[src/hdl/isoeuc_pkg.sv]
`timescale 1ns / 1ps
`default_nettype none
// ----------------------------------------------------------------------------
// isoeuc_pkg
// Shared codes, byte constants and the result bundle of the ISO 2022 7-bit
// to EUC-TW converter.
// ----------------------------------------------------------------------------
package isoeuc_pkg;

    localparam int MaxRes = 4;

    localparam logic OP_DATA  = 1'b0;
    localparam logic OP_RESET = 1'b1;

    localparam logic [7:0] C_ESC    = 8'h1b;
    localparam logic [7:0] C_SO     = 8'h0e;
    localparam logic [7:0] C_SI     = 8'h0f;
    localparam logic [7:0] C_HIGH   = 8'h80;
    localparam logic [7:0] C_SS2    = 8'h8e;
    localparam logic [7:0] C_PLN    = 8'ha0;
    localparam logic [7:0] C_DOLLAR = 8'h24;
    localparam logic [7:0] C_RPAR   = 8'h29;
    localparam logic [7:0] C_STAR   = 8'h2a;
    localparam logic [7:0] C_PL_LO  = 8'h47;
    localparam logic [7:0] C_PL_HI  = 8'h56;
    localparam logic [7:0] C_PL_OFS = 8'h46;

    typedef struct packed {
        logic [MaxRes-1:0][7:0] bytes;
        logic [2:0]             cnt;
    } t_res;

endpackage
`default_nettype wire

[src/hdl/isoeuc_step.sv]
`timescale 1ns / 1ps
`default_nettype none
// ----------------------------------------------------------------------------
// isoeuc_step
// Escape/shift state machine; produces all result bytes of one item at once
// and advances the state when the item is taken.
// ----------------------------------------------------------------------------
module isoeuc_step (
    input  wire logic              i_clk,
    input  wire logic              i_rst_n,
    input  wire logic              i_en,
    input  wire logic              i_op,
    input  wire logic [7:0]        i_byte,
    output isoeuc_pkg::t_res       o_res
);
    import isoeuc_pkg::*;

    typedef enum logic [2:0] {
        M_ASCII    = 3'd0,
        M_ESC      = 3'd1,
        M_ESC_DLR  = 3'd2,
        M_DESIG    = 3'd3,
        M_SHIFT_IN = 3'd4,
        M_CHINESE  = 3'd5,
        M_HELD_P1  = 3'd6,
        M_HELD_PN  = 3'd7
    } t_mode;

    t_mode       r_mode, n_mode;
    logic [4:0]  r_plane, n_plane;
    logic [7:0]  r_held, n_held;
    logic        r_star, n_star;

    logic        asc;
    logic [1:0]  pre;
    logic [7:0]  c_hi;
    logic [4:0]  pl_diff;
    t_res        res;

    assign c_hi    = i_byte | C_HIGH;
    assign pl_diff = i_byte[4:0] - C_PL_OFS[4:0];

    always_comb begin
        n_mode    = r_mode;
        n_plane   = r_plane;
        n_held    = r_held;
        n_star    = r_star;
        asc       = 1'b0;
        pre       = 2'd0;
        res.bytes = '0;
        res.cnt   = 3'd0;
        case (r_mode)
            M_ASCII: begin
                asc = 1'b1;
            end
            M_ESC: begin
                if (i_byte == C_DOLLAR) begin
                    n_mode = M_ESC_DLR;
                end else begin
                    pre = 2'd1;
                    asc = 1'b1;
                end
            end
            M_ESC_DLR: begin
                if (i_byte == C_RPAR || i_byte == C_STAR) begin
                    n_star = (i_byte == C_STAR);
                    n_mode = M_DESIG;
                end else begin
                    pre = 2'd2;
                    asc = 1'b1;
                end
            end
            M_DESIG: begin
                if (i_byte >= C_PL_LO && i_byte <= C_PL_HI) begin
                    n_plane = pl_diff;
                    n_mode  = M_SHIFT_IN;
                end else begin
                    pre = 2'd3;
                    asc = 1'b1;
                end
            end
            M_SHIFT_IN: begin
                if (i_byte == C_ESC) begin
                    n_mode = M_ESC;
                end else if (i_byte == C_SO) begin
                    n_mode = M_CHINESE;
                end else begin
                    res.bytes[0] = i_byte;
                    res.cnt      = 3'd1;
                    n_mode       = M_ASCII;
                end
            end
            M_CHINESE: begin
                if (i_byte == C_SI) begin
                    n_mode = M_SHIFT_IN;
                end else begin
                    n_held = c_hi;
                    n_mode = (r_plane == 5'd1) ? M_HELD_P1 : M_HELD_PN;
                end
            end
            M_HELD_P1: begin
                res.bytes[0] = r_held;
                res.bytes[1] = c_hi;
                res.cnt      = 3'd2;
                n_mode       = M_CHINESE;
            end
            M_HELD_PN: begin
                res.bytes[0] = C_SS2;
                res.bytes[1] = C_PLN + {3'b000, r_plane};
                res.bytes[2] = r_held;
                res.bytes[3] = c_hi;
                res.cnt      = 3'd4;
                n_mode       = M_CHINESE;
            end
            default: begin
                n_mode = M_ASCII;
            end
        endcase
        // broken escape replay, then the byte again from the ascii state
        if (asc) begin
            res.bytes[0] = C_ESC;
            res.bytes[1] = C_DOLLAR;
            res.bytes[2] = r_star ? C_STAR : C_RPAR;
            if (i_byte == C_ESC) begin
                res.cnt = {1'b0, pre};
                n_mode  = M_ESC;
            end else begin
                res.bytes[pre] = i_byte;
                res.cnt        = {1'b0, pre} + 3'd1;
                n_mode         = M_ASCII;
            end
        end
        if (i_op == OP_RESET) begin
            n_mode  = M_ASCII;
            n_plane = r_plane;
            n_held  = r_held;
            n_star  = r_star;
            res.cnt = 3'd0;
        end
    end

    assign o_res = res;

    always_ff @(posedge i_clk) begin
        if (!i_rst_n) begin
            r_mode  <= M_ASCII;
            r_plane <= 5'd0;
            r_star  <= 1'b0;
        end else if (i_en) begin
            r_mode  <= n_mode;
            r_plane <= n_plane;
            r_star  <= n_star;
        end
        if (i_en) begin
            r_held <= n_held;
        end
    end

endmodule
`default_nettype wire

[src/hdl/iso2022_7bit_to_euc_tw_converter_core.sv]
`timescale 1ns / 1ps
`default_nettype none
// ----------------------------------------------------------------------------
// iso2022_7bit_to_euc_tw_converter_core
// Converts a stream of 7-bit ISO 2022 bytes to EUC-TW bytes, up to four
// result bytes per item.
//
// channel  direction  handshake         payload
// input    in         i_valid/o_stall   i_op, i_in_byte
// result   out        o_valid/i_stall   o_out_byte, o_last
//
// an item enters the input register; once the result buffer is free, the state
// machine turns it into its result bytes in the result buffer
// the result buffer sends one byte per cycle while i_stall is low; an item
// gives no result bytes for the first byte of a character, two for the second
// byte of a plane 1 character, four for the second byte of a character of
// another plane
// a new item is taken while the buffer still holds results
// reset is synchronous and returns to the ascii state with empty buffers
// ----------------------------------------------------------------------------
module iso2022_7bit_to_euc_tw_converter_core (
    input  wire logic       i_clk,
    input  wire logic       i_rst_n,
    input  wire logic       i_valid,
    output logic            o_stall,
    input  wire logic       i_op,
    input  wire logic [7:0] i_in_byte,
    output logic            o_valid,
    input  wire logic       i_stall,
    output logic [7:0]      o_out_byte,
    output logic            o_last
);
    import isoeuc_pkg::*;

    logic                    r_in_vld;
    logic                    r_in_op;
    logic [7:0]              r_in_byte;
    logic [MaxRes-1:0][7:0]  r_buf;
    logic [2:0]              r_rem;

    logic                    buf_free;
    logic                    move;
    logic                    in_acc;
    logic                    out_acc;
    t_res                    res;

    isoeuc_step u_step (
        .i_clk   (i_clk),
        .i_rst_n (i_rst_n),
        .i_en    (move),
        .i_op    (r_in_op),
        .i_byte  (r_in_byte),
        .o_res   (res)
    );

    assign o_valid    = (r_rem != 3'd0);
    assign o_out_byte = r_buf[0];
    assign o_last     = (r_rem == 3'd1);
    assign out_acc    = o_valid && !i_stall;
    assign buf_free   = (r_rem == 3'd0) || (r_rem == 3'd1 && !i_stall);
    assign move       = r_in_vld && buf_free;
    assign o_stall    = r_in_vld && !buf_free;
    assign in_acc     = i_valid && !o_stall;

    always_ff @(posedge i_clk) begin
        if (!i_rst_n) begin
            r_in_vld <= 1'b0;
            r_rem    <= 3'd0;
        end else begin
            if (in_acc) begin
                r_in_vld <= 1'b1;
            end else if (move) begin
                r_in_vld <= 1'b0;
            end
            if (move) begin
                r_rem <= res.cnt;
            end else if (out_acc) begin
                r_rem <= r_rem - 3'd1;
            end
        end
        if (in_acc) begin
            r_in_op   <= i_op;
            r_in_byte <= i_in_byte;
        end
        if (move) begin
            r_buf <= res.bytes;
        end else if (out_acc) begin
            r_buf <= {8'h00, r_buf[MaxRes-1:1]};
        end
    end

endmodule
`default_nettype wire
[config.mk]
export PLATFORM = sky130hd
export DESIGN_NAME = iso2022_7bit_to_euc_tw_converter_core
export DESIGN_NICKNAME = d
export VERILOG_FILES = /design/src/hdl/isoeuc_pkg.sv /design/src/hdl/isoeuc_step.sv /design/src/hdl/iso2022_7bit_to_euc_tw_converter_core.sv
export SDC_FILE = /design/constraint.sdc
export NUM_CORES = 1
export LEC_CHECK = 0
export CAP_MARGIN = 40
export CORE_MARGIN = 1.5
export CORE_UTILIZATION = 59
export CTS_CLUSTER_SIZE = 25
export DETAILED_ROUTE_END_ITERATION = 6
export DONT_BUFFER_PORTS = 1
export PLACE_DENSITY_LB_ADDON = 0.2
export SLEW_MARGIN = 20
export SYNTH_ARGS = -nofsm -noshare
export SYNTH_HDL_FRONTEND = slang
export SYNTH_HIERARCHICAL = 1
export SYNTH_SLANG_ARGS = --single-unit
export TNS_END_PERCENT = 100
[constraint.sdc]
create_clock -name i_clk -period 9.7 [get_ports i_clk]
set_clock_uncertainty 0.2 [all_clocks]
set_input_delay 1.94 -clock i_clk [delete_from_list [all_inputs] [get_ports i_clk]]
set_output_delay 1.94 -clock i_clk [all_outputs]
set_load 0.005 [all_outputs]
==> reports/metrics.csv, run 1 <==
stage;metric;value;unit
clock_tree;post-CTS setup buffers;0;
floorplan;total die area;6420;um2
floorplan;core box area;5610;um2
sta;fmax;223;MHz
detailed_routing;DRC marker count from the first detailed-route iteration;340;
worst_setup_path;worst path cell trace;nor2b_2 > nor2_1 > o21a_1;
worst_setup_path;crit path DAT;2.35;ns
worst_setup_path;cell count of the worst reg-to-reg path;10;
clock_tree;CTS Hold Bufs;0;
cells_and_area;share of layout cells above drive strength 1;0.106;
detailed_routing;DR WL/cell;17.4;um
worst_hold_path;hold path endpoint;r_buf[14];
placement;DPL Wire Length;4850;um
job;max_cap viols;0;
global_routing;first-pass GRT wire length;12200;um
yosys;Post-synth EDFFs;48;
worst_setup_path;largest fanout on the critical path;4;
cells_and_area;Syn-to-layout area delta;3.28;%
cells_and_area;Util after Layout;0.647;
yosys;syn_area_per_cell;10.1;um2
power_and_ir_drop;PD cells;229;nW/um2
worst_hold_path;hold crit path type;register to register;
worst_setup_path;Worst path slowest cell;o21a_1;
clock_tree;clk_lat worst skew;0.34;ns
yosys;Seq cells post-synth;61;
power_and_ir_drop;leakage power total;1.44;nW
placement;input/output buffers;0;
global_routing;total gr overflow;0;
sta;post-layout min period;4.49;ns
sta;hold slack;0.305;ns
global_routing;gr usage total;0.258;
clock_tree;clk root buf;clkbuf_8;
yosys;Yosys Warn Count;6;
placement;gpl congestion;0.888;
sta;total negative slack;0;ns
worst_setup_path;critical path required time;7.56;ns
yosys;main flop type after synthesis;edfxtp_1;
status;status;finished, final reports clean;
sta;unrepaired setup endpoints after global routing;false;
worst_hold_path;hold_sp;r_buf[22];
sta;Final Hold Vio Count;0;
yosys;Async S/R FF share, synth;0;
cells_and_area;Final Instance Area;3630;um2
cells_and_area;Layout Nets;357;
cells_and_area;Antenna Cells;0;
detailed_routing;WL final;7170;um
yosys;Distinct cells, synth;63;
sta;final period utilization;0.463;
clock_tree;CTS Buffer Depth;2;
sta;slew margin rel.;0.509;
floorplan;number of top-level pins;24;
clock_tree;clock tree sinks;61;
detailed_routing;vias per cell;6.16;
yosys;Mapped Nets;370;
detailed_routing;vias;2546;
floorplan;Initial Util;0.626;
worst_setup_path;critical path class;input pin to primary output;
yosys;Cell Area, Synth;3510;um2
clock_tree;H-Tree Level Count;3;
global_routing;vias in the first global route;2524;
worst_setup_path;endpoint class of the critical path;primary output;
worst_setup_path;RR Endpoint;r_buf[17];
yosys;cells after synthesis;349;
worst_hold_path;Hold Crit Depth;2;
placement;DP Area;3470;um2
clock_tree;Clock transition at path regs;0.07;ns
yosys;Seq/Total Area, Yosys;0.485;
clock_tree;CTS resizes;0;
detailed_routing;DRC viols;0;
worst_setup_path;slowest cell delay on critical path;0.20;ns
clock_tree;CTS tree;yes;
worst_setup_path;Reg2Reg Launch Point;r_in_byte[1];
detailed_routing;drt first pass iters;5;
sta;actual slew at the worst max-slew pin;0.733;ns
worst_setup_path;Setup crit start;i_stall;
clock_tree;total CTS buffers;9;
detailed_routing;Post-DRT Antenna Nets;0;
sta;final setup fails;0;
sta;Final Slew Violations;0;
floorplan;std cell rows;27;
floorplan;chip height;80.2;um
floorplan;Die X;80.2;um
worst_setup_path;Setup crit start kind;input pin;
power_and_ir_drop;maximum vdd ir drop;196;uV
global_routing;initial antenna violation count;0;
global_routing;largest net degree at the start of global routing;38;
worst_setup_path;flop2flop setup slack;6.04;ns
logic make-up (layout without fill, tap and decap cells):
group,count (synthesis),after routing,synth area share
buffers and inverters,38,30,0.0655
adders and majority gates,8,8,0.0285
DFF,61,61,0.485
AOI/OAI and AO/OA,71,71,0.167
and+or+nand+nor,160,160,0.223
muxes,7,7,0.0207
xor gates and xnor gates,4,4,0.00998
through the flow:
step,cells,setup slack [ns],power (W)
after detailed placement,397,5.20,0.000657
after global routing,413,5.18,0.000891
after global placement,395,5.21,0.000628
final,413,5.21,0.000832
after CTS,413,5.20,0.000842
after floorplan,349,5.23,0.000619
report_power, final:
part           internal, W  switching (W)
combinational    0.0000717       0.000128
clock            0.0000894      0.0000956
sequential        0.000403      0.0000438
total             0.000564       0.000267
cell type report:
cell class / instances / area, um2
well taps: 72 / 90.1
inverters: 10 / 40.0
flip-flops and latches: 61 / 1700
repair buffers: 4 / 50.0
clock inverters: 6 / 30.0
clock buffers: 10 / 128
multi-input cells: 250 / 1590
fillers: 475 / 1980
registers in the layout, indices dropped and copies added (netlist names):
name and flops:
o_out_byte 8, r_buf 24, r_in_byte 8, r_in_op 1, r_in_vld 1, r_rem 3, u_step/r_held 7, u_step/r_mode 3
u_step/r_plane 5, u_step/r_star 1
layer usage:
layer	share of wire	GRT usage	vias to the layer above
li1	-	-	1225
met4	0.018	0.136	0
met1	0.44	0.329	1194
met2	0.48	0.403	114
met5	0	0	-
met3	0.065	0.0682	13
Yosys cell counts, drive strengths merged, types with 2 or more instances:
cell,count,area (um2)
mux2i,5,50.1
nor3,4,20.0
a211oi,3,27.5
dfxtp,13,260
o21a,5,37.5
o211ai,2,15.0
nor2b,11,73.8
a32o,2,20.0
or3,2,12.5
nor3b,3,22.5
a31o,5,61.3
xor2,3,26.3
nand3,6,35.0
and2,16,100
a31oi,2,12.5
inv,9,36.3
nor4b,4,47.6
ha,8,100
a221o,4,40.0
o21ai,10,61.3
nand2,84,315
a22o,10,87.6
buf,19,156
edfxtp,48,1440
a41o,2,20.0
and3,3,18.8
a21oi,12,63.8
nor4,3,18.8
o221a,2,22.5
clkbuf,9,33.8
nor2,14,55.1
mux2,2,22.5
a311o,2,20.0
nand2b,6,37.5
nand4,3,18.8
a311oi,2,23.8
cell usage in the layout, fill, tap and decap left out, types with 2 or more instances in the layout:
cell,instances
nand2_1,84
edfxtp_1,48
and2_1,16
nor2_1,13
dfxtp_1,13
a21oi_1,11
a22o_1,10
nor2b_1,9
clkbuf_8,9
inv_1,8
ha_1,8
nand2b_1,6
o21a_1,5
o21ai_0,5
nand3_1,5
mux2i_1,5
nor3_1,4
o21ai_1,4
a221o_1,4
nor3b_1,3
clkinv_2,3
clkinv_1,3
nand4_1,3
xor2_1,3
and3_1,3
nor4_1,3
buf_4,3
nor2b_2,2
a31oi_1,2
a211oi_1,2
a31o_2,2
nor4b_2,2
nor4b_1,2
a311o_1,2
a41o_1,2
a31o_4,2
a32o_1,2
mux2_2,2
o211ai_1,2
or3_1,2
worst max-delay path, delay by kind of cell:
kind             cells  cell delay [ns]
AO/OA/AOI/OAI        1             0.20
AND/OR/NAND/NOR      2             0.21
how the worst max path moves through the flow:
stage | to | slack, ns
6_report | o_stall | 5.21
5_1_grt | o_stall | 5.18
4_1_cts | o_stall | 5.20
3_5_place_dp | o_stall | 5.20
3_3_place_gp | o_stall | 5.21
2_1_floorplan | o_stall | 5.23
Power figures use the tool's default switching activity.
==> run 2, diff against run 1 <==
CORE_UTILIZATION = 57   (was 59)
clock period = 3.93 ns   (was 9.7 ns; I/O delays follow)
==> reports/metrics.csv, run 2 (synthesized netlist as in run 1, its figures left out) <==
stage;metric;value;unit;change
status;status;finished, final reports clean;;
cells_and_area;Most flops, register;r_buf;;
global_routing;vias in the first global route;2372;;-6.0%
worst_setup_path;critical path required time;3.83;ns;-3.73 ns
clock_tree;CTS resizes;0;;unchanged
worst_hold_path;hold crit path type;register to register;;
cells_and_area;fin cells;422;;+2.2%
floorplan;chip height;81.5;um;+1.7%
cells_and_area;Seq. cell area;1700;um2;unchanged
clock_tree;clock tree sinks;61;;unchanged
floorplan;core box area;5920;um2;+5.6%
sta;final setup fails;0;;unchanged
clock_tree;Clock transition at path regs;0.07;ns;about the same
cells_and_area;Syn-to-layout area delta;5.59;%;
sta;post-layout min period;3.48;ns;
worst_setup_path;crit path DAT;3.38;ns;+1.03 ns
clock_tree;H-Tree Level Count;3;;unchanged
sta;final period utilization;0.885;;
placement;DPL Wire Length;4810;um;-0.75%
placement;worst slack, placed;0.466;ns;-4.74 ns
cells_and_area;multi-input combinational cell area;1590;um2;unchanged
sta;total negative slack;0;ns;unchanged
floorplan;std cell rows;28;;+3.7%
sta;Setup WS post-layout;0.450;ns;-4.76 ns
global_routing;largest net degree at the start of global routing;38;;unchanged
global_routing;initial antenna violation count;0;;unchanged
worst_setup_path;Setup crit start kind;register;;
clock_tree;CTS Hold Bufs;0;;unchanged
global_routing;total gr overflow;0;;unchanged
detailed_routing;Post-DRT Antenna Nets;0;;unchanged
detailed_routing;vias;2541;;-0.20%
sta;fmax;287;MHz;
cells_and_area;commonest cells after routing, fill and taps aside;84 x nand2_1, 48 x edfxtp_1, 16 x and2_1;;
power_and_ir_drop;maximum vdd ir drop;462;uV;+140%
clock_tree;CTS Buffer Depth;2;;unchanged
sta;Final Hold Vio Count;0;;unchanged
clock_tree;clk_lat worst skew;0.34;ns;about the same
cells_and_area;share of layout cells above drive strength 1;0.130;;+0.0241
sta;Final Slew Violations;0;;unchanged
power_and_ir_drop;leakage power total;1.49;nW;+3.2%
detailed_routing;DRC viols;0;;unchanged
power_and_ir_drop;PD cells;580;nW/um2;+150%
floorplan;Die X;81.5;um;+1.7%
cells_and_area;Largest register FFs;24;;unchanged
clock_tree;CTS tree;yes;;
worst_setup_path;largest fanout on the critical path;15;;+11
placement;placed cell count;406;;+2.3%
floorplan;Initial Util;0.593;;-0.0331
worst_setup_path;critical path class;register to register;;
placement;gpl congestion;0.902;;+1.5%
cells_and_area;most common cell after layout, fill and taps aside;nand2_1;;
detailed_routing;vias per cell;6.02;;-2.3%
worst_setup_path;endpoint class of the critical path;register;;
cells_and_area;# fillers;473;;-0.42%
job;max_cap viols;0;;unchanged
floorplan;number of top-level pins;24;;unchanged
sta;slew margin rel.;0.549;;+0.0398
sta;unrepaired setup endpoints after global routing;false;;
clock_tree;clk root buf;clkbuf_8;;
floorplan;total die area;6640;um2;+3.4%
detailed_routing;WL final;7200;um;+0.39%
clock_tree;total CTS buffers;9;;unchanged
detailed_routing;drt first pass iters;4;;-1
detailed_routing;DRC marker count from the first detailed-route iteration;241;;-29%
cells_and_area;Layout Nets;363;;+1.7%
sta;hold slack;0.315;ns;+0.0104 ns
global_routing;gr usage total;0.237;;-0.0215
clock_tree;post-CTS setup buffers;0;;unchanged
detailed_routing;DR WL/cell;17.1;um;-1.8%
sta;actual slew at the worst max-slew pin;0.674;ns;-0.0595 ns
placement;input/output buffers;0;;unchanged
worst_setup_path;flop2flop setup slack;0.45;ns;-5.59 ns
cells_and_area;Antenna Cells;0;;unchanged
global_routing;first-pass GRT wire length;11500;um;-5.7%
[run 2: area by class of cell]
type | instances | share of cell area
clock inverters | 7 | 0.0179
clock buffers | 9 | 0.0334
well taps | 75 | 0.0253
inverters | 10 | 0.0108
flip-flops and latches | 61 | 0.459
repair buffers | 10 | 0.0256
multi-input cells | 250 | 0.428
[run 2: metrics by stage]
stage / power (W) / instance area, um2 / utilization
floorplan: 0.00153 / 3510 / -
global placement: 0.00156 / 3490 / 0.590
detailed placement: 0.00163 / 3520 / 0.594
CTS: 0.00217 / 3710 / 0.626
global route: 0.00228 / 3710 / 0.626
finish: 0.00215 / 3710 / 0.626
[run 2: metal layers]
| metal | track usage | share of wire | vias up |
|---|---|---|---|
| met2 | 0.363 | 0.46 | 83 |
| li1 | - | - | 1237 |
| met4 | 0.121 | 0.023 | 0 |
| met1 | 0.310 | 0.46 | 1206 |
| met5 | 0 | 0 | - |
| met3 | 0.0589 | 0.059 | 15 |
[run 2: critical path: stages (launching register included)]
cell and delay (ns):
edfxtp_1 0.59, a311o_1 0.40, a311o_1 0.40, a311oi_2 0.46
inv_1 0.12, ha_1 0.29, nand2_1 0.14, mux2_2 0.34
a22o_1 0.20, nand2_1 0.05, nand2_1 0.05
[run 2: path summary, 6_finish.rpt]
kind / start / to / depth (start not counted)
hold reg to reg: r_buf[27] / r_buf[19] / 2
setup reg to reg: r_in_byte[2] / r_buf[17] / 10
setup / recovery: r_in_byte[2] / r_buf[17] / 10
hold / removal: r_buf[27] / r_buf[19] / 2
[run 2: report_power, final]
group	switching (W)	internal [W]
Sequential	0.0000851	0.000994
Combinational	0.000339	0.000187
Clock	0.000255	0.000289
Total	0.000679	0.00147
==> run 3, diff against run 2 <==
CORE_UTILIZATION = 29   (was 57)
clock period = 3.09 ns   (was 3.93 ns; I/O delays follow)
==> reports/metrics.csv, run 3 (synthesized netlist as in run 1, its figures left out) <==
stage;metric;value;unit;change
floorplan;Die X;113;um;+39%
cells_and_area;# fillers;1210;;+160%
sta;actual slew at the worst max-slew pin;0.675;ns;+0.00167 ns
worst_setup_path;critical path class;register to register;;
cells_and_area;Largest register FFs;24;;unchanged
detailed_routing;DRC viols;1;;+1
job;max_cap viols;0;;unchanged
clock_tree;Clock transition at path regs;0.05;ns;-0.02 ns
cells_and_area;most common cell after layout, fill and taps aside;nand2_1;;
power_and_ir_drop;PD cells;766;nW/um2;+32%
worst_setup_path;largest fanout on the critical path;16;;+1
floorplan;total die area;12800;um2;+92%
detailed_routing;DR WL/cell;16.8;um;-1.4%
cells_and_area;multi-input combinational cell area;1610;um2;+1.2%
worst_setup_path;worst path cell trace;buf_4 > a31o_2 > xor2_1 > and3_1 > nand2_1 > o211a_1 > ha_1 > a31o_4 > nor2b_1 > a211oi_1 > nor3b_1;;
cells_and_area;share of layout cells above drive strength 1;0.153;;+0.0235
global_routing;gr usage total;0.143;;-0.0933
worst_hold_path;hold crit path type;input pin to register;;
worst_hold_path;hold path endpoint;r_in_byte[6];;
detailed_routing;drt first pass iters;6;;+2
worst_setup_path;endpoint class of the critical path;register;;
floorplan;Initial Util;0.295;;-0.298
sta;final period utilization;0.938;;+0.0530
cells_and_area;fin cells;506;;+20%
sta;total negative slack;0;ns;unchanged
sta;final setup fails;0;;unchanged
sta;post-layout min period;2.90;ns;-0.580 ns
sta;fmax;345;MHz;+20%
sta;Final Hold Vio Count;0;;unchanged
cells_and_area;Seq. cell area;1700;um2;unchanged
clock_tree;CTS resizes;0;;unchanged
clock_tree;clk root buf;clkbuf_16;;
cells_and_area;Layout Nets;375;;+3.3%
floorplan;chip height;113;um;+39%
status;failing checks;DRC;;
clock_tree;CTS Hold Bufs;0;;unchanged
worst_setup_path;flop2flop setup slack;0.19;ns;-0.26 ns
clock_tree;post-CTS setup buffers;0;;unchanged
detailed_routing;vias;2585;;+1.7%
global_routing;first-pass GRT wire length;14000;um;+22%
clock_tree;CTS tree;yes;;
detailed_routing;vias per cell;5.11;;-15%
floorplan;number of top-level pins;24;;unchanged
placement;DPL Wire Length;5920;um;+23%
detailed_routing;WL final;8510;um;+18%
clock_tree;H-Tree Level Count;3;;unchanged
placement;placed cell count;490;;+21%
worst_setup_path;cell count of the worst reg-to-reg path;11;;+1
global_routing;vias in the first global route;2659;;+12%
worst_hold_path;hold_sp;i_in_byte[6];;
detailed_routing;DRC marker count from the first detailed-route iteration;152;;-37%
cells_and_area;Antenna Cells;0;;unchanged
worst_setup_path;slowest cell delay on critical path;0.38;ns;-0.21 ns
worst_setup_path;Worst path slowest cell;edfxtp_1;;
clock_tree;clk_lat worst skew;0.33;ns;about the same
placement;input/output buffers;0;;unchanged
worst_hold_path;Hold Crit Depth;0;;-2
power_and_ir_drop;leakage power total;1.60;nW;+7.4%
global_routing;initial antenna violation count;0;;unchanged
status;status;complete, but fails checks;;
clock_tree;clock tree sinks;61;;unchanged
sta;Final Slew Violations;0;;unchanged
worst_setup_path;critical path required time;3.10;ns;-0.73 ns
cells_and_area;Syn-to-layout area delta;14.4;%;
worst_setup_path;crit path DAT;2.91;ns;-0.47 ns
global_routing;total gr overflow;0;;unchanged
detailed_routing;Post-DRT Antenna Nets;0;;unchanged
placement;gpl congestion;0.858;;-4.9%
global_routing;largest net degree at the start of global routing;37;;-2.6%
sta;unrepaired setup endpoints after global routing;false;;
floorplan;std cell rows;40;;+43%
power_and_ir_drop;maximum vdd ir drop;372;uV;-19%
clock_tree;total CTS buffers;9;;unchanged
cells_and_area;Most flops, register;r_buf;;
sta;slew margin rel.;0.548;;-0.00111
worst_setup_path;Reg2Reg Launch Point;r_in_byte[1];;
floorplan;core box area;11900;um2;+100%
worst_setup_path;RR Endpoint;r_rem[2];;
cells_and_area;commonest cells after routing, fill and taps aside;83 x nand2_1, 48 x edfxtp_1, 21 x buf_4;;
worst_setup_path;Setup crit start kind;register;;
clock_tree;CTS Buffer Depth;2;;unchanged
## run 3: changes by cell type in the layout (fill, tap and decap cells not counted), sizes merged
cell / change
clkinv: -3
bufinv: +1
buf: +12
clkbuf: +2
## run 3: routing by layer
metal,vias up,part of all wire,GRT usage,wire length (um)
met5,-,0,0,0
met1,1271,0.50,0.195,4280
met2,53,0.45,0.217,3850
li1,1253,-,-,-
met4,0,0.0082,0.0508,70
met3,8,0.037,0.0434,313
## run 3: final cells by class
| class | instances | share of cell area |
|---|---|---|
| Inverter | 10 | 0.00997 |
| Sequential cell | 61 | 0.424 |
| Multi-Input combinational cell | 250 | 0.400 |
| Timing Repair Buffer | 22 | 0.0442 |
| Clock buffer | 11 | 0.0579 |
| Tap cell | 147 | 0.0458 |
| Clock inverter | 5 | 0.0187 |
## run 3: report_power, final
part	switching, W	total (W)	internal [W]
clock	0.000351	0.00105	0.000700
sequential	0.000101	0.00137	0.00127
combinational	0.000440	0.000656	0.000216
total	0.000893	0.00308	0.00218
## run 3: worst max path at each step
stage,start,endpoint,slack [ns]
floorplan,r_in_byte[1],r_buf[17],0.02
global placement,r_in_byte[1],r_buf[17],0.25
detailed placement,r_in_byte[1],r_rem[2],0.24
CTS,r_in_byte[1],r_rem[2],0.23
global route,r_in_byte[1],r_rem[2],0.08
finish,r_in_byte[1],r_rem[2],0.19
## run 3: critical path, delay by kind of cell (launching register included)
family | cells | cell delay (ns)
xor+xnor | 1 | 0.17
buf+inv | 1 | 0.21
compound gates | 4 | 1.00
simple gates | 4 | 0.56
fa+ha+maj | 1 | 0.26
flops | 1 | 0.38
## run 3: stage by stage
stage	instance area (um2)	util	worst slack, ns	power (W)	hold slack (ns)
floorplan	3530	-	0.0231	0.00194	0.224
global placement	3710	0.311	0.245	0.00205	0.298
detailed placement	3710	0.311	0.245	0.00206	0.305
CTS	4020	0.337	0.226	0.00312	0.173
global route	4020	0.337	0.0785	0.00327	0.168
finish	4020	0.337	0.190	0.00308	0.181
